## config.mk

```make
export PLATFORM = sky130hd
export DESIGN_NAME = ips_patch_stream_applier_top
export DESIGN_NICKNAME = d
export VERILOG_FILES = /design/src/hdl/ipsa_pkg.sv /design/src/hdl/ipsa_parser.sv /design/src/hdl/ipsa_out_fifo.sv /design/src/hdl/ips_patch_stream_applier_top.sv
export VERILOG_INCLUDE_DIRS = /design/src /design/src/hdl
export SDC_FILE = /design/constraint.sdc
export NUM_CORES = 1
export LEC_CHECK = 0
export ABC_AREA = 1
export CORE_ASPECT_RATIO = 0.8
export CORE_MARGIN = 4
export CORE_UTILIZATION = 44
export CTS_BUF_LIST = sky130_fd_sc_hd__clkbuf_4
export DETAILED_ROUTE_END_ITERATION = 12
export DONT_BUFFER_PORTS = 1
export GPL_ROUTABILITY_DRIVEN = 0
export SKIP_CTS_REPAIR_TIMING = 1
export SLEW_MARGIN = 20
export SYNTH_ARGS = -nofsm -noshare
export SYNTH_HDL_FRONTEND = slang
export SYNTH_HIERARCHICAL = 1
export SYNTH_SLANG_ARGS = --single-unit
```

## constraint.sdc

```tcl
create_clock -name clk_i -period 11.2 [get_ports clk_i]
set_input_delay 1.12 -clock clk_i [delete_from_list [all_inputs] [get_ports clk_i]]
set_output_delay 1.12 -clock clk_i [all_outputs]
set_load 0.03 [all_outputs]
```

## src/hdl/assert_macros.svh

```systemverilog
// Assertion macros shared by the RTL; they compile to nothing for synthesis.
`ifndef ASSERT_MACROS_SVH
`define ASSERT_MACROS_SVH
`ifndef SYNTHESIS
`define IPSA_ASSERT(lbl, clk, rst_n, prop) \
  lbl: assert property (@(posedge clk) disable iff (!(rst_n)) (prop)) \
    else $error("assertion failed");
`define IPSA_NEVER(lbl, clk, rst_n, cond) \
  lbl: assert property (@(posedge clk) disable iff (!(rst_n)) !(cond)) \
    else $error("forbidden condition seen");
`else
`define IPSA_ASSERT(lbl, clk, rst_n, prop)
`define IPSA_NEVER(lbl, clk, rst_n, cond)
`endif
`endif

```

## src/hdl/ipsa_pkg.sv

```systemverilog
// Types, constants and helpers shared by the IPS patch applier.
package ipsa_pkg;

  localparam logic [23:0] EOF_MARK  = 24'h454F46;
  localparam logic [3:0]  MIN_LEN   = 4'd8;
  localparam logic [2:0]  HDR_LAST  = 3'd4;
  localparam int unsigned OUT_DEPTH = 4;
  localparam int unsigned OUT_PTR_W = $clog2(OUT_DEPTH);
  localparam logic [24:0] IMAGE_SIZE_RESET = 25'd6291456;

  typedef enum logic [2:0] {
    PH_HEADER,
    PH_OFFSET,
    PH_LENGTH,
    PH_RLE,
    PH_DATA
  } phase_e;

  typedef enum logic [1:0] {
    KIND_WRITE  = 2'd0,
    KIND_FILL   = 2'd1,
    KIND_FINISH = 2'd2
  } kind_e;

  typedef enum logic [1:0] {
    ERR_OK     = 2'd0,
    ERR_HEADER = 2'd1,
    ERR_BOUNDS = 2'd2,
    ERR_UNTERM = 2'd3
  } err_e;

  typedef struct packed {
    kind_e       kind;
    logic [23:0] address;
    logic [7:0]  data;
    logic [15:0] fill_count;
    err_e        error_code;
    logic        run_last;
  } result_t;

  // Up to two results produced by one patch byte.
  typedef struct packed {
    logic [1:0] count;
    result_t    r0;
    result_t    r1;
  } push_t;

  function automatic logic [7:0] magic_byte(input logic [2:0] idx);
    logic [7:0] val;
    unique case (idx)
      3'd0:    val = 8'h50;
      3'd1:    val = 8'h41;
      3'd2:    val = 8'h54;
      3'd3:    val = 8'h43;
      3'd4:    val = 8'h48;
      default: val = 8'h00;
    endcase
    return val;
  endfunction

  function automatic result_t finish_res(input err_e err);
    result_t r;
    r            = '0;
    r.kind       = KIND_FINISH;
    r.error_code = err;
    return r;
  endfunction

endpackage

```

## src/hdl/ipsa_parser.sv

```systemverilog
// Record parser: holds the parse state and turns one patch byte into results.
module ipsa_parser (
  input  logic            clk_i,
  input  logic            rst_ni,
  input  logic            accept_i,
  input  logic [7:0]      patch_byte_i,
  input  logic            last_byte_i,
  input  logic [24:0]     image_size_i,
  output ipsa_pkg::push_t push_o
);
  import ipsa_pkg::*;

  phase_e      phase_q, phase_d;
  logic [2:0]  fi_q, fi_d;
  logic [3:0]  sc_q, sc_d;
  logic        fin_q, fin_d;
  logic [23:0] off_q, off_d;
  logic [15:0] rem_q, rem_d;
  logic [15:0] rc_q, rc_d;
  logic [23:0] wa_q, wa_d;

  logic [3:0]  sc_n;
  logic        short_last;
  logic [23:0] off_n;
  logic [15:0] rem_n;
  logic [15:0] rc_n;
  logic [15:0] rem_dec;
  logic        hdr_bad;
  logic        len_over;
  logic        rle_over;
  logic        done_c;
  push_t       push_c;

  assign sc_n       = (sc_q < MIN_LEN) ? sc_q + 4'd1 : sc_q;
  assign short_last = last_byte_i && (sc_n < MIN_LEN);
  assign off_n      = {off_q[15:0], patch_byte_i};
  assign rem_n      = {rem_q[7:0], patch_byte_i};
  assign rc_n       = {rc_q[7:0], patch_byte_i};
  assign rem_dec    = rem_q - 16'd1;
  assign hdr_bad    = (fi_q > HDR_LAST) || (patch_byte_i != magic_byte(fi_q));
  assign len_over   = ({1'b0, off_q} + {9'b0, rem_n}) > image_size_i;
  assign rle_over   = ({1'b0, off_q} + {9'b0, rc_q}) > image_size_i;

  // Results of the byte being accepted.
  always_comb begin
    push_c = '0;
    done_c = 1'b0;
    if (accept_i && !fin_q) begin
      if (short_last) begin
        push_c.r0    = finish_res(ERR_HEADER);
        push_c.count = 2'd1;
        done_c       = 1'b1;
      end else begin
        unique case (phase_q)
          PH_HEADER: begin
            if (hdr_bad) begin
              push_c.r0    = finish_res(ERR_HEADER);
              push_c.count = 2'd1;
              done_c       = 1'b1;
            end
          end
          PH_OFFSET: begin
            if (fi_q >= 3'd2 && off_n == EOF_MARK) begin
              push_c.r0    = finish_res(ERR_OK);
              push_c.count = 2'd1;
              done_c       = 1'b1;
            end
          end
          PH_LENGTH: begin
            if (fi_q >= 3'd1 && rem_n != '0 && (len_over || last_byte_i)) begin
              push_c.r0    = finish_res(ERR_BOUNDS);
              push_c.count = 2'd1;
              done_c       = 1'b1;
            end
          end
          PH_RLE: begin
            if (fi_q >= 3'd2) begin
              if (rle_over) begin
                push_c.r0    = finish_res(ERR_BOUNDS);
                done_c       = 1'b1;
              end else begin
                push_c.r0.kind       = KIND_FILL;
                push_c.r0.address    = off_q;
                push_c.r0.data       = patch_byte_i;
                push_c.r0.fill_count = rc_q;
              end
              push_c.count = 2'd1;
            end
          end
          PH_DATA: begin
            push_c.r0.kind    = KIND_WRITE;
            push_c.r0.address = wa_q;
            push_c.r0.data    = patch_byte_i;
            push_c.count      = 2'd1;
            if (last_byte_i) begin
              push_c.r1    = finish_res((rem_dec == '0) ? ERR_UNTERM : ERR_BOUNDS);
              push_c.count = 2'd2;
              done_c       = 1'b1;
            end
          end
          default: ;
        endcase
        // Stream ends inside a record: close it as unterminated.
        if (last_byte_i && !done_c) begin
          if (push_c.count == 2'd0) begin
            push_c.r0 = finish_res(ERR_UNTERM);
          end else begin
            push_c.r1 = finish_res(ERR_UNTERM);
          end
          push_c.count = push_c.count + 2'd1;
          done_c       = 1'b1;
        end
      end
      if (push_c.count == 2'd1) push_c.r0.run_last = 1'b1;
      if (push_c.count == 2'd2) push_c.r1.run_last = 1'b1;
    end
  end

  assign push_o = push_c;

  // Next parse state.
  always_comb begin
    phase_d = phase_q;
    fi_d    = fi_q;
    sc_d    = sc_q;
    fin_d   = fin_q;
    off_d   = off_q;
    rem_d   = rem_q;
    rc_d    = rc_q;
    wa_d    = wa_q;
    if (accept_i && !fin_q) begin
      sc_d = sc_n;
      if (!short_last) begin
        unique case (phase_q)
          PH_HEADER: begin
            if (!hdr_bad) begin
              if (fi_q == HDR_LAST) begin
                phase_d = PH_OFFSET;
                fi_d    = '0;
              end else begin
                fi_d = fi_q + 3'd1;
              end
            end
          end
          PH_OFFSET: begin
            off_d = off_n;
            if (fi_q >= 3'd2) begin
              fi_d = '0;
              if (off_n != EOF_MARK) phase_d = PH_LENGTH;
            end else begin
              fi_d = fi_q + 3'd1;
            end
          end
          PH_LENGTH: begin
            rem_d = rem_n;
            if (fi_q >= 3'd1) begin
              fi_d = '0;
              if (rem_n == '0) begin
                phase_d = PH_RLE;
              end else if (!(len_over || last_byte_i)) begin
                phase_d = PH_DATA;
                wa_d    = off_q;
              end
            end else begin
              fi_d = fi_q + 3'd1;
            end
          end
          PH_RLE: begin
            if (fi_q < 3'd2) begin
              rc_d = rc_n;
              fi_d = fi_q + 3'd1;
            end else begin
              fi_d = '0;
              if (!rle_over) phase_d = PH_OFFSET;
            end
          end
          PH_DATA: begin
            wa_d  = wa_q + 24'd1;
            rem_d = rem_dec;
            if (rem_dec == '0) begin
              phase_d = PH_OFFSET;
              fi_d    = '0;
            end
          end
          default: begin
            phase_d = PH_OFFSET;
            fi_d    = '0;
          end
        endcase
      end
      if (!last_byte_i && done_c) fin_d = 1'b1;
    end
    // Rearm for a fresh patch on every last byte.
    if (accept_i && last_byte_i) begin
      phase_d = PH_HEADER;
      fi_d    = '0;
      sc_d    = '0;
      fin_d   = 1'b0;
    end
  end

  always_ff @(posedge clk_i or negedge rst_ni) begin
    if (!rst_ni) begin
      phase_q <= PH_HEADER;
      fi_q    <= '0;
      sc_q    <= '0;
      fin_q   <= 1'b0;
    end else begin
      phase_q <= phase_d;
      fi_q    <= fi_d;
      sc_q    <= sc_d;
      fin_q   <= fin_d;
    end
  end

  always_ff @(posedge clk_i) begin
    off_q <= off_d;
    rem_q <= rem_d;
    rc_q  <= rc_d;
    wa_q  <= wa_d;
  end

endmodule

```

## src/hdl/ipsa_out_fifo.sv

```systemverilog
// Result queue: takes up to two results a cycle, delivers one per transaction.
module ipsa_out_fifo (
  input  logic              clk_i,
  input  logic              rst_ni,
  input  ipsa_pkg::push_t   push_i,
  output logic              room_o,
  output logic              out_valid_o,
  input  logic              out_ready_i,
  output ipsa_pkg::result_t head_o
);
  import ipsa_pkg::*;

  localparam logic [OUT_PTR_W:0] DEPTH_C = (OUT_PTR_W + 1)'(OUT_DEPTH);

  result_t              mem_q [OUT_DEPTH];
  logic [OUT_PTR_W-1:0] wr_q, wr_d;
  logic [OUT_PTR_W-1:0] rd_q, rd_d;
  logic [OUT_PTR_W:0]   cnt_q, cnt_d;
  logic [OUT_PTR_W-1:0] wr_next;
  logic                 pop;

  assign pop         = out_valid_o && out_ready_i;
  assign out_valid_o = (cnt_q != '0);
  assign room_o      = (cnt_q <= DEPTH_C - (OUT_PTR_W + 1)'(2));
  assign head_o      = mem_q[rd_q];
  assign wr_next     = wr_q + OUT_PTR_W'(1);

  always_comb begin
    wr_d  = wr_q + OUT_PTR_W'(push_i.count);
    rd_d  = pop ? rd_q + OUT_PTR_W'(1) : rd_q;
    cnt_d = cnt_q + (OUT_PTR_W + 1)'(push_i.count) - (OUT_PTR_W + 1)'(pop);
  end

  always_ff @(posedge clk_i or negedge rst_ni) begin
    if (!rst_ni) begin
      wr_q  <= '0;
      rd_q  <= '0;
      cnt_q <= '0;
    end else begin
      wr_q  <= wr_d;
      rd_q  <= rd_d;
      cnt_q <= cnt_d;
    end
  end

  always_ff @(posedge clk_i) begin
    if (push_i.count != 2'd0) mem_q[wr_q] <= push_i.r0;
    if (push_i.count == 2'd2) mem_q[wr_next] <= push_i.r1;
  end

endmodule

```

## src/hdl/ips_patch_stream_applier_top.sv

```systemverilog
// Top level of the IPS patch stream applier.
//
// Input channel (in_valid_i/in_ready_o) carries one patch byte per transaction,
// with last_byte_i on the final byte. Output channel (out_valid_o/out_ready_i)
// carries results: byte writes, fill runs and one finish result per patch with
// its error code; run_last_o marks the last result caused by one byte.
// Configuration channel (cfg_valid_i/cfg_ready_o) writes the image size; it is
// always ready and should only be written while the block is idle.
// A byte is parsed in the cycle it is accepted; its results pass through the
// result queue to the output. One byte is taken per cycle while there is room;
// a byte with two results takes two entries of the four-entry result queue.
// in_ready_o drops while the queue has fewer than two free entries, so a
// stalled receiver backs up into the input channel without losing results.
// Reset empties the queue, returns the parser to the header phase and sets
// the image size to 6291456.
module ips_patch_stream_applier_top (
  input  logic        clk_i,
  input  logic        rst_ni,
  input  logic        in_valid_i,
  output logic        in_ready_o,
  input  logic [7:0]  patch_byte_i,
  input  logic        last_byte_i,
  output logic        out_valid_o,
  input  logic        out_ready_i,
  output logic [1:0]  kind_o,
  output logic [23:0] address_o,
  output logic [7:0]  data_o,
  output logic [15:0] fill_count_o,
  output logic [1:0]  error_code_o,
  output logic        run_last_o,
  input  logic        cfg_valid_i,
  output logic        cfg_ready_o,
  input  logic [24:0] image_size_i
);
  import ipsa_pkg::*;

  `include "assert_macros.svh"

  logic [24:0] image_size_q;
  logic        accept;
  logic        room;
  push_t       push;
  result_t     head;

  assign cfg_ready_o = 1'b1;
  assign in_ready_o  = room;
  assign accept      = in_valid_i && in_ready_o;

  always_ff @(posedge clk_i or negedge rst_ni) begin
    if (!rst_ni) begin
      image_size_q <= IMAGE_SIZE_RESET;
    end else if (cfg_valid_i && cfg_ready_o) begin
      image_size_q <= image_size_i;
    end
  end

  ipsa_parser u_parser (
    .clk_i        (clk_i),
    .rst_ni       (rst_ni),
    .accept_i     (accept),
    .patch_byte_i (patch_byte_i),
    .last_byte_i  (last_byte_i),
    .image_size_i (image_size_q),
    .push_o       (push)
  );

  ipsa_out_fifo u_out_fifo (
    .clk_i       (clk_i),
    .rst_ni      (rst_ni),
    .push_i      (push),
    .room_o      (room),
    .out_valid_o (out_valid_o),
    .out_ready_i (out_ready_i),
    .head_o      (head)
  );

  assign kind_o       = head.kind;
  assign address_o    = head.address;
  assign data_o       = head.data;
  assign fill_count_o = head.fill_count;
  assign error_code_o = head.error_code;
  assign run_last_o   = head.run_last;

  `IPSA_ASSERT(a_empty_is_ready, clk_i, rst_ni, !out_valid_o |-> in_ready_o)
  `IPSA_ASSERT(a_err_on_finish_only, clk_i, rst_ni,
    (out_valid_o && kind_o != KIND_FINISH) |-> error_code_o == ERR_OK)
  `IPSA_ASSERT(a_write_no_count, clk_i, rst_ni,
    (out_valid_o && kind_o == KIND_WRITE) |-> fill_count_o == 16'd0)
  `IPSA_ASSERT(a_finish_is_last, clk_i, rst_ni,
    (out_valid_o && kind_o == KIND_FINISH) |-> run_last_o)

endmodule
```

==> results.py <==
metrics = {
    "timing": {
        "fin_worst_skew_ns": 0.0521,
        "timing.hold.ws_ns": 0.151,
        "tns_ns": 0,
        "min_period_ns": 7.02,
        "maxSlewViolCount": 0,
        "setup_ws_ns": 4.18,
        "setup_viol": 0,
        "tightest_slew_ns": 1.09,
        "hold_viol_final": 0,
        "period_share": 0.627,
        "fmax_mhz": 142,
        "relSlewSlack": 0.274,
        "rsz0062_at_grt": "false",
    },
    "worst_hold_path": {
        "hp-class": "input pin to async pin",
    },
    "setup_path": {
        "cp-end-kind": "register",
        "crit_arrival_ns": 7.52,
        "critical_path.max_fanout": 60,
        "worstPathRequired_ns": 11.71,
        "startpoint_type": "register",
        "cpMaxStageDelayCell": "nand2_2",
        "path_class": "register to register",
        "cp_common_cell": "nand2_1",
        "slowest_delay_ns": 0.77,
    },
    "detailed_routing": {
        "first_pass_iters": 5,
        "routed_via_density": 5.38,
        "num_vias": 18800,
        "drtIter0Drc": 1692,
        "drt-total-wl_um": 63200,
        "drc": 0,
        "wl_per_cell_um": 18.1,
        "antenna_left": 0,
    },
    "global_route": {
        "grt_max_degree": 104,
        "grt-ovfl-total": 0,
        "grt_use_total": 0.236,
        "grt_pass1_wl_um": 98800,
        "grt_antenna_before_repair": 3,
        "grt_pass1_vias": 17600,
    },
    "logic_synthesis": {
        "synth.distinct_cells": 59,
        "yosysTopAreaCellShare": 0.403,
        "synth-seq-cells": 335,
        "synth_edf_count": 292,
        "synthCells": 2796,
        "yosys.area.top_type": "edfxtp_1",
        "yosys-top-cells-area": "edfxtp_1, nand2_1, ha_1",
        "syn-cell-area_um2": 21800,
        "synth-main-ff-cell": "edfxtp_1",
        "async_flop_share": 0.128,
        "syn_area_per_cell_um2": 7.79,
        "yosysWarnings": 6,
        "synth-seq-area-share": 0.452,
    },
    "pwr": {
        "power.total_mw": 3.83,
        "p_leak_nw": 10.3,
        "power_density_nw_per_um2": 166,
        "ir_drop_v": 0.000105,
    },
    "final_layout": {
        "drive_gt1_frac": 0.0780,
        "stdcell_count": 3490,
        "final_common_cell": "nand2_1",
        "nets": 2923,
        "mostFrequentLayoutCells": "nand2_1, edfxtp_1, nand3_1",
        "final_cell_area_um2": 23100,
        "syn2layout_area_growth_pct": 6.00,
        "final_util": 0.474,
    },
    "placed_design": {
        "dp_hpwl_um": 41900,
        "dp_slack_ns": 3.67,
        "dpl_cell_area_um2": 21900,
        "port_buffers": 0,
        "place_inst": 3319,
    },
    "floorplanning": {
        "core.rowCount": 72,
        "die_w_um": 257,
        "core_um2": 48600,
        "dieArea_um2": 53100,
        "initial_core_util": 0.448,
        "io_pins": 95,
        "die_height_um": 207,
    },
    "clocking": {
        "clock_sinks": 335,
        "cts_buffers": 93,
        "htreeDepth": 3,
        "cts_tree": "done",
        "cts_buffer_depth": 3,
        "cts_root_buf": "clkbuf_4",
        "insertion_delay_ns": 0.84,
        "cts.clk_slew.worst_paths_ns": 0.07,
    },
    "flow_run": {
        "cap_violations": 0,
    },
    "outcome": {
        "status": "finished, final reports clean",
    },
}
state kept, by name, summed over array words and instances (netlist names):
signal	count
u_out_fifo/wr_q	2
u_parser/rc_q	16
u_out_fifo/rd_q	2
image_size_q	25
u_out_fifo/cnt_q	3
u_parser/off_q	24
u_parser/sc_q	4
u_parser/fi_q	3
u_parser/fin_q	1
u_parser/wa_q	24
u_parser/phase_q	3
u_out_fifo/mem_q	212
u_parser/rem_q	16
cells in the mapped netlist, types with 39 or more instances:
library cell / n
a21oi_1: 80
buf_2: 45
buf_4: 69
dfrtp_1: 41
edfxtp_1: 292
ha_1: 95
inv_1: 222
nand2_1: 1034
nand3_1: 223
nor2_1: 211
nor3_1: 39
o21ai_0: 186
xor2_1: 44
path summary, 6_finish.rpt:
check | from | to | slack, ns | cells after the start
max in group asynchronous | rst_ni | u_out_fifo/rd_q[0] | 10.77 | 1
max | u_parser/off_q[2] | u_out_fifo/mem_q[2][30] | 4.18 | 32
max reg2reg | u_parser/off_q[2] | u_out_fifo/mem_q[2][30] | 4.18 | 32
min in group clk_i | patch_byte_i[5] | u_parser/rc_q[5] | 0.39 | 0
min reg2reg | image_size_q[21] | image_size_q[21] | 0.46 | 2
min | rst_ni | u_parser/phase_q[0] | 0.15 | 1
cells by family after synthesis:
family | count (synthesis) | synth area share
XOR/XNOR | 56 | 0.0225
other | 2 | 0.000345
AO/OA/AOI/OAI | 305 | 0.0738
AND/OR/NAND/NOR | 1592 | 0.304
buffers and inverters | 408 | 0.0897
flip-flops | 335 | 0.452
adder cells (fa/ha/maj) | 98 | 0.0574
cell type report:
cell class,count,area [um^2]
Tap cell,629,787
Sequential cell,335,9850
Clock buffer,144,1080
Clock inverter,24,109
Inverter,235,893
Antenna cell,2,5.00
Fill cell,4768,25600
Timing Repair Buffer,20,170
Multi-Input combinational cell,2101,10200
critical path: cells and delay by family, from the launching register on:
kind | cells | cell delay (ns)
XOR/XNOR | 1 | 0.17
AND/OR/NAND/NOR | 16 | 2.22
AO/OA/AOI/OAI | 8 | 1.66
adder cells (fa/ha/maj) | 3 | 1.00
buffers and inverters | 4 | 1.10
flip-flops | 1 | 0.52
where the power goes:
part           leakage (nW)  internal [mW]  switching [mW]
Combinational          6.43          0.222           0.955
Sequential             3.13           1.43          0.0879
Clock                 0.721          0.585           0.551
routing by layer:
metal,share of wire,vias up,GRT usage
met5,0,-,0
li1,-,9128,-
met3,0.079,127,0.0527
met4,0.029,0,0.0833
met2,0.44,745,0.367
met1,0.46,8760,0.326
Power figures use the tool's default switching activity.
